File: src/hdl/y2r_pkg.sv
// y2r_pkg: item types, coefficients and control struct for the yuyv to rgb converter
// no dependencies; used by y2r_pixel and yuyv_to_rgb_converter
`default_nettype none

package y2r_pkg;

  localparam int STAGES = 4;
  localparam int SUM_W  = 27;

  localparam logic signed [17:0] COEF_RV = 18'sd91881;
  localparam logic signed [17:0] COEF_GU = 18'sd22544;
  localparam logic signed [17:0] COEF_GV = 18'sd46793;
  localparam logic signed [17:0] COEF_BU = 18'sd116130;
  localparam logic [7:0]         CHROMA_BIAS = 8'd128;
  localparam logic [7:0]         CHAN_MAX    = 8'd255;

  typedef struct packed {
    logic [7:0] luma_first;
    logic [7:0] chroma_blue;
    logic [7:0] luma_second;
    logic [7:0] chroma_red;
  } in_t;

  typedef struct packed {
    logic [7:0] first_c0;
    logic [7:0] first_c1;
    logic [7:0] first_c2;
    logic [7:0] second_c0;
    logic [7:0] second_c1;
    logic [7:0] second_c2;
  } out_t;

  typedef struct packed {
    logic [7:0] c0;
    logic [7:0] c1;
    logic [7:0] c2;
  } pixel_t;

  typedef struct packed {
    logic [STAGES-1:0] load;
  } ctl_t;

endpackage

`default_nettype wire

File: src/hdl/y2r_pixel.sv
// y2r_pixel: four-stage datapath that turns one luma and the shared chroma into one pixel
// depends on y2r_pkg; stage loads come from the top level
`default_nettype none

module y2r_pixel (
  input  wire logic            clk,
  input  wire y2r_pkg::ctl_t   ctl,
  input  wire logic            mode,
  input  wire logic [7:0]      luma,
  input  wire logic [7:0]      cb,
  input  wire logic [7:0]      cr,
  output y2r_pkg::pixel_t      pixel
);
  import y2r_pkg::*;

  // stage 1: capture and remove chroma bias
  logic              mode1;
  logic [7:0]        y1, u1, v1;
  logic signed [8:0] du1, dv1;

  // stage 2: coefficient products
  logic                    mode2;
  logic [7:0]              y2, u2, v2;
  logic signed [SUM_W-1:0] pbu, pgu, pgv, prv;

  // stage 3: channel sums
  logic                    mode3;
  logic [7:0]              y3, u3, v3;
  logic signed [SUM_W-1:0] sb, sg, sr;

  logic signed [SUM_W-1:0] base2;

  function automatic logic [7:0] sat_floor(input logic signed [SUM_W-1:0] acc);
    logic [7:0] r;
    if (acc[SUM_W-1]) begin
      r = 8'd0;
    end else if (|acc[SUM_W-2:24]) begin
      r = CHAN_MAX;
    end else begin
      r = acc[23:16];
    end
    return r;
  endfunction

  always_ff @(posedge clk) begin
    if (ctl.load[0]) begin
      mode1 <= mode;
      y1    <= luma;
      u1    <= cb;
      v1    <= cr;
      du1   <= $signed({1'b0, cb}) - $signed({1'b0, CHROMA_BIAS});
      dv1   <= $signed({1'b0, cr}) - $signed({1'b0, CHROMA_BIAS});
    end
  end

  always_ff @(posedge clk) begin
    if (ctl.load[1]) begin
      mode2 <= mode1;
      y2    <= y1;
      u2    <= u1;
      v2    <= v1;
      pbu   <= SUM_W'(COEF_BU) * SUM_W'(du1);
      pgu   <= SUM_W'(COEF_GU) * SUM_W'(du1);
      pgv   <= SUM_W'(COEF_GV) * SUM_W'(dv1);
      prv   <= SUM_W'(COEF_RV) * SUM_W'(dv1);
    end
  end

  assign base2 = $signed({3'b000, y2, 16'h0000});

  always_ff @(posedge clk) begin
    if (ctl.load[2]) begin
      mode3 <= mode2;
      y3    <= y2;
      u3    <= u2;
      v3    <= v2;
      sb    <= base2 + pbu;
      sg    <= base2 - pgu - pgv;
      sr    <= base2 + prv;
    end
  end

  always_ff @(posedge clk) begin
    if (ctl.load[3]) begin
      if (mode3) begin
        pixel.c0 <= sat_floor(sb);
        pixel.c1 <= sat_floor(sg);
        pixel.c2 <= sat_floor(sr);
      end else begin
        pixel.c0 <= y3;
        pixel.c1 <= u3;
        pixel.c2 <= v3;
      end
    end
  end

endmodule

`default_nettype wire

File: src/hdl/yuyv_to_rgb_converter.sv
// yuyv_to_rgb_converter: top level, valid/stall handshake, mode register, two pixel datapaths
// depends on y2r_pkg and y2r_pixel
`default_nettype none

// Takes one YUYV macropixel per clock on src while src_stall is low and gives its two
// pixels as B, G, R (BT.601 full range, Q16 coefficients, saturated and floored) or as
// Y, U, V when convert mode is 0. Items pass through a four-stage pipeline (bias,
// multiply, sum, saturate); sustained rate is one item per clock while dst_stall is low.
// Each stage holds its item while the next is full and stalled, so empty slots close up
// and src_stall rises only when all four stages are full. cfg_ready is always high;
// write the mode only while no item is in flight.
module yuyv_to_rgb_converter (
  input  wire logic          clk,
  input  wire logic          rst,
  input  wire logic          src_valid,
  output      logic          src_stall,
  input  wire y2r_pkg::in_t  src_item,
  output      logic          dst_valid,
  input  wire logic          dst_stall,
  output      y2r_pkg::out_t dst_item,
  input  wire logic          cfg_valid,
  output      logic          cfg_ready,
  input  wire logic          cfg_data
);
  import y2r_pkg::*;

  logic              convert_mode;
  logic [STAGES-1:0] stage_valid;
  logic [STAGES-1:0] en;
  logic [STAGES-1:0] fill;
  ctl_t              ctl;
  pixel_t            pix_first, pix_second;

  assign cfg_ready = 1'b1;

  always_ff @(posedge clk) begin
    if (rst) begin
      convert_mode <= 1'b1;
    end else if (cfg_valid && cfg_ready) begin
      convert_mode <= cfg_data;
    end
  end

  always_comb begin
    en[STAGES-1] = !stage_valid[STAGES-1] || !dst_stall;
    for (int k = STAGES - 2; k >= 0; k--) begin
      en[k] = !stage_valid[k] || en[k+1];
    end
  end

  assign fill = {stage_valid[STAGES-2:0], src_valid};
  assign ctl.load = en & fill;

  always_ff @(posedge clk) begin
    if (rst) begin
      stage_valid <= '0;
    end else begin
      for (int k = 0; k < STAGES; k++) begin
        if (en[k]) begin
          stage_valid[k] <= fill[k];
        end
      end
    end
  end

  assign src_stall = !en[0];
  assign dst_valid = stage_valid[STAGES-1];

  y2r_pixel u_first (
    .clk   (clk),
    .ctl   (ctl),
    .mode  (convert_mode),
    .luma  (src_item.luma_first),
    .cb    (src_item.chroma_blue),
    .cr    (src_item.chroma_red),
    .pixel (pix_first)
  );

  y2r_pixel u_second (
    .clk   (clk),
    .ctl   (ctl),
    .mode  (convert_mode),
    .luma  (src_item.luma_second),
    .cb    (src_item.chroma_blue),
    .cr    (src_item.chroma_red),
    .pixel (pix_second)
  );

  assign dst_item.first_c0  = pix_first.c0;
  assign dst_item.first_c1  = pix_first.c1;
  assign dst_item.first_c2  = pix_first.c2;
  assign dst_item.second_c0 = pix_second.c0;
  assign dst_item.second_c1 = pix_second.c1;
  assign dst_item.second_c2 = pix_second.c2;

`ifndef SYNTHESIS
  a_stall_only_when_full: assert property (@(posedge clk) disable iff (rst)
    src_stall |-> (&stage_valid) && dst_stall)
    else $error("src stalled with a free stage");

  a_out_from_pipe: assert property (@(posedge clk) disable iff (rst)
    dst_valid |-> $past(stage_valid[STAGES-2]) || $past(stage_valid[STAGES-1]))
    else $error("output item without a source in the pipeline");

  a_reset_empty: assert property (@(posedge clk)
    rst |=> !dst_valid)
    else $error("output valid right after reset");
`endif

endmodule

`default_nettype wire

File: config.mk
export PLATFORM = sky130hd
export DESIGN_NAME = yuyv_to_rgb_converter
export DESIGN_NICKNAME = d
export VERILOG_FILES = /design/src/hdl/y2r_pkg.sv /design/src/hdl/y2r_pixel.sv /design/src/hdl/yuyv_to_rgb_converter.sv
export SDC_FILE = /design/constraint.sdc
export NUM_CORES = 1
export LEC_CHECK = 0
export ABC_AREA = 1
export BUFFER_PORTS_ARGS = -buffer_cell sky130_fd_sc_hd__buf_2
export CORE_MARGIN = 8
export CORE_UTILIZATION = 30
export DETAILED_ROUTE_END_ITERATION = 10
export SETUP_SLACK_MARGIN = 0.5
export SYNTH_ARGS = -nofsm -noshare
export SYNTH_HDL_FRONTEND = slang
export SYNTH_SLANG_ARGS = --single-unit
export TNS_END_PERCENT = 1
File: constraint.sdc
create_clock -name clk -period 7.4 [get_ports clk]
set_clock_uncertainty 0.1 [all_clocks]
set_input_delay 1.11 -clock clk [delete_from_list [all_inputs] [get_ports clk]]
set_output_delay 1.11 -clock clk [all_outputs]
set_load 0.01 [all_outputs]
==> reports/qor.csv <==
stage,metric,value,unit
outcome,status,completed,
sta,grt_setup_unrepaired,no,
global_routing,grt_pass1_vias,15563,
cells_and_area,design_area,24500,sq um
route,firstDrtPassIters,6,
cells_and_area,multi_input_area,12100,sq um
logic_synthesis,syn_avg_cell_area,9.68,sq um
route,post-route-drc-count,0,
critical_path,critical_path_required,7.62,ns
global_routing,grt_max_degree,72,
critical_path,reg2reg_setup_slack,2.59,ns
cts,cts_tree,built,
die,start_util,30.2,%
sta,finalSetupViolations,0,
sta,slew_violations,0,
global_routing,antenna_found_initial,1,
power_and_ir_drop,p_comb_share,54.0,%
logic_synthesis,synth.cell_area,21900,sq um
sta,hold-worst-slack,0.320,ns
cells_and_area,register_area,8330,sq um
placed_design,io_buffers,87,
critical_path,cp-end-kind,flip-flop,
cells_and_area,diodes,0,
sta,min_period,4.81,ns
logic_synthesis,async_flop_share,0,%
die,core-area,72600,sq um
global_routing,grt_pass1_wl,86.8,mm
critical_path,crit_start,u_first.dv1[6]$_DFFE_PP_,
cts,clk_path_buf_depth,3,
cts,cts_resized,0,
global_routing,grt_overflow,0,
power_and_ir_drop,cellPowerDensity,331,nW/um^2
cts,htreeDepth,1,
cells_and_area,fin_cells,3355,
run,cap_violations,0,
sta,finalSetupTns,0,ns
placed_design,dpl.hpwl,45.9,mm
logic_synthesis,yosys_warnings,0,
critical_path,crit-reg2reg-launch,u_first.dv1[6]$_DFFE_PP_,
route,drt-wirelength-per-cell,16.6,microns
logic_synthesis,synthCells,2262,
die,die_area,81900,sq um
critical_path,critPathLaunchType,flip-flop,
sta,timing.fmax,208,MHz
min_path,min_from,u_second.y1[4]$_DFFE_PP_,
sta,slew-limit-headroom,41.5,%
route,vias_per_cell,4.66,
placed_design,place_congestion,0.940,
cts,cts_hold_buffers,0,
cts,clkSlewWorstSetupHoldPaths,0.06,ns
placed_design,placed_cell_area,23600,sq um
power_and_ir_drop,internal_power,4480,uW
cts,clock_latency,0.59,ns
cts,cts_sinks,279,
sta,period_share,65.0,%
logic_synthesis,yosysSeqAreaShare,38.0,%
critical_path,cpMaxStageDelayCell,edfxtp_1,
logic_synthesis,synth_seq_cells,279,
cts,cts_made_buffers,31,
power_and_ir_drop,pwr-share-clk,18.5,%
die,die_x,286,microns
critical_path,cp_max_fo,12,
route,wl_met1,25.9,mm
route,drtIter0Drc,1108,
critical_path,slowest_delay,0.72,ns
logic_synthesis,synth_edf_count,274,
power_and_ir_drop,ir_drop,0.184,mV
cts,cts_root_buf,clkbuf_16,
route,wirelength,55.7,mm
route,vias,15650,
cells_and_area,fill_cells,7492,
min_path,hp-class,flip-flop to flip-flop,
cts,cts_setup_buffers,0,
sta,worstMarginPinSlew,0.878,ns
route,wl_met3,2.33,mm
critical_path,crit_type,flip-flop to flip-flop,
power_and_ir_drop,sw_frac_of_total,44.7,%
critical_path,arrival,5.03,ns
logic_synthesis,yosysUniqueCellTypes,47,
power_and_ir_drop,p_leak,0.0116,uW
cells_and_area,layout.nets,2850,
logic_synthesis,synth-main-ff-cell,edfxtp_1,
power_and_ir_drop,seqPwrFrac,27.4,%
critical_path,path_cells,inv_1 > ha_1 > inv_1 > ha_1 > fa_1 > fa_1 > ha_1 > ha_1 > a21oi_1 > nor2_1 > nor2_1 > nor2_1 > nor2_1 > nand2_1 > xor2_1,
cells_and_area,layout-drive-gt1-share,8.14,%
route,top_layer,met4,
die,rows,99,
route,wl_met2,26.1,mm
route,ant_nets,0,
global_routing,grt_usage,13.2,%
cells_and_area,fin_util,33.8,%
die,die_h,286,microns
placed_design,numPlacedInstances,3300,
sta,hold_viol,0,
logic_synthesis,syn_nets,2738,
die,ioPinCount,89,
cells_and_area,area_delta_synth_final,12.0,%
power_and_ir_drop,power_switching,3630,uW
-- synthesized netlist by cell type (2+ instances only) --
cell type,n,area (sq um)
a21boi_0,3,22.5
a21o_1,13,97.6
a21oi_1,121,606
buf_1,2,7.51
buf_2,4,20.0
clkbuf_1,9,33.8
dfxtp_1,5,100
edfxtp_1,274,8230
fa_1,118,2360
ha_1,320,4000
inv_1,388,1460
inv_2,5,18.8
nand2_1,405,1520
nand2_2,7,43.8
nand3_1,101,505
nand3b_1,2,15.0
nand4_1,40,250
nor2_1,169,634
nor2_2,7,43.8
nor3_1,19,95.1
nor3_2,8,80.1
nor4_1,4,25.0
nor4_2,4,50.1
o211ai_1,2,15.0
o21a_1,2,15.0
o21ai_0,43,215
o21ai_1,6,30.0
o21ai_2,5,43.8
o21bai_1,26,195
o22ai_1,48,300
o31ai_1,2,15.0
or2_2,9,56.3
xnor2_1,18,158
xor2_1,60,526
-- layout by cell type, fill, tap and decap left out, drive strengths merged, types with 7 or more instances in the layout --
| master | count |
|---|---|
| o21bai | 26 |
| o21ai | 54 |
| ha | 320 |
| a21o | 13 |
| nor2 | 177 |
| nand2 | 413 |
| a21oi | 121 |
| nand3 | 102 |
| nand4 | 40 |
| fa | 118 |
| nor3 | 27 |
| clkbuf | 40 |
| or2 | 9 |
| buf | 95 |
| o22ai | 48 |
| nor4 | 8 |
| inv | 397 |
| xnor2 | 18 |
| edfxtp | 274 |
| xor2 | 60 |
| clkinv | 7 |
-- routing by layer --
| metal | up-vias | track usage (%) |
|---|---|---|
| met1 | 7391 | 17.9 |
| met3 | 80 | 1.49 |
| met5 | - | 0 |
| met2 | 358 | 22.5 |
| met4 | 0 | 3.40 |
| li1 | 7821 | - |
-- power by group through the flow --
stage / clock network (uW) / registers [uW] / logic, uW
after detailed placement: 0 / 2260 / 4330
after CTS: 1540 / 2230 / 4370
after floorplan: 0 / 2200 / 3180
after global routing: 1600 / 2240 / 4950
final: 1500 / 2230 / 4390
after global placement: 0 / 2260 / 4350
-- state kept, by name (all words and copies together) (netlist names), 11 cells and up --
name and flops:
u_first.pbu 11, u_first.pgv 21, u_first.pixel 24, u_first.prv 16, u_first.sb 11, u_first.sg 11
u_first.sr 11, u_second.pgu 14, u_second.pixel 24, u_second.sb 11, u_second.sg 11, u_second.sr 14
-- cell families (layout without fill, tap and decap cells) --
logic type	after synthesis	count (layout)	share of synthesized area (%)
flip-flops	279	279	38.0
adder cells (fa/ha/maj)	438	438	29.1
buffers and inverters	410	544	7.07
AO/OA/AOI/OAI	275	275	7.28
XOR/XNOR	78	78	3.12
other	1	1	0.0171
AND/OR/NAND/NOR	781	781	15.4
-- per-stage QoR --
stage | worst slack [ns] | power, uW
after floorplan | 1.55 | 5370
after global placement | 2.69 | 6610
after detailed placement | 2.65 | 6590
after CTS | 2.63 | 8140
after global routing | 2.30 | 8790
final | 2.59 | 8120
-- area by class of cell --
| cell class | count | share of cell area (%) |
|---|---|---|
| Tap cell | 959 | 4.89 |
| Inverter | 394 | 6.04 |
| Multi-Input combinational cell | 1573 | 49.1 |
| Timing Repair Buffer | 95 | 2.02 |
| Clock inverter | 15 | 0.653 |
| Sequential cell | 279 | 33.9 |
| Clock buffer | 40 | 3.34 |
-- worst max-delay path: cells and delay by family, from the launching register on --
family | cells | cell delay, ns
fa+ha+maj | 6 | 2.38
flops | 1 | 0.72
simple gates | 5 | 0.50
buf+inv | 2 | 0.42
compound gates | 1 | 0.30
xor+xnor | 1 | 0.14
-- path summary, 6_finish.rpt --
check | endpoint | cells past startpoint
setup / recovery | u_first.pgv[19]$_DFFE_PP_ | 15
hold / removal | u_second.y2[4]$_DFFE_PP_ | 0
setup reg to reg | u_first.pgv[19]$_DFFE_PP_ | 15
hold reg to reg | u_second.y2[4]$_DFFE_PP_ | 0
No activity file was read; power rests on OpenSTA's default activity.
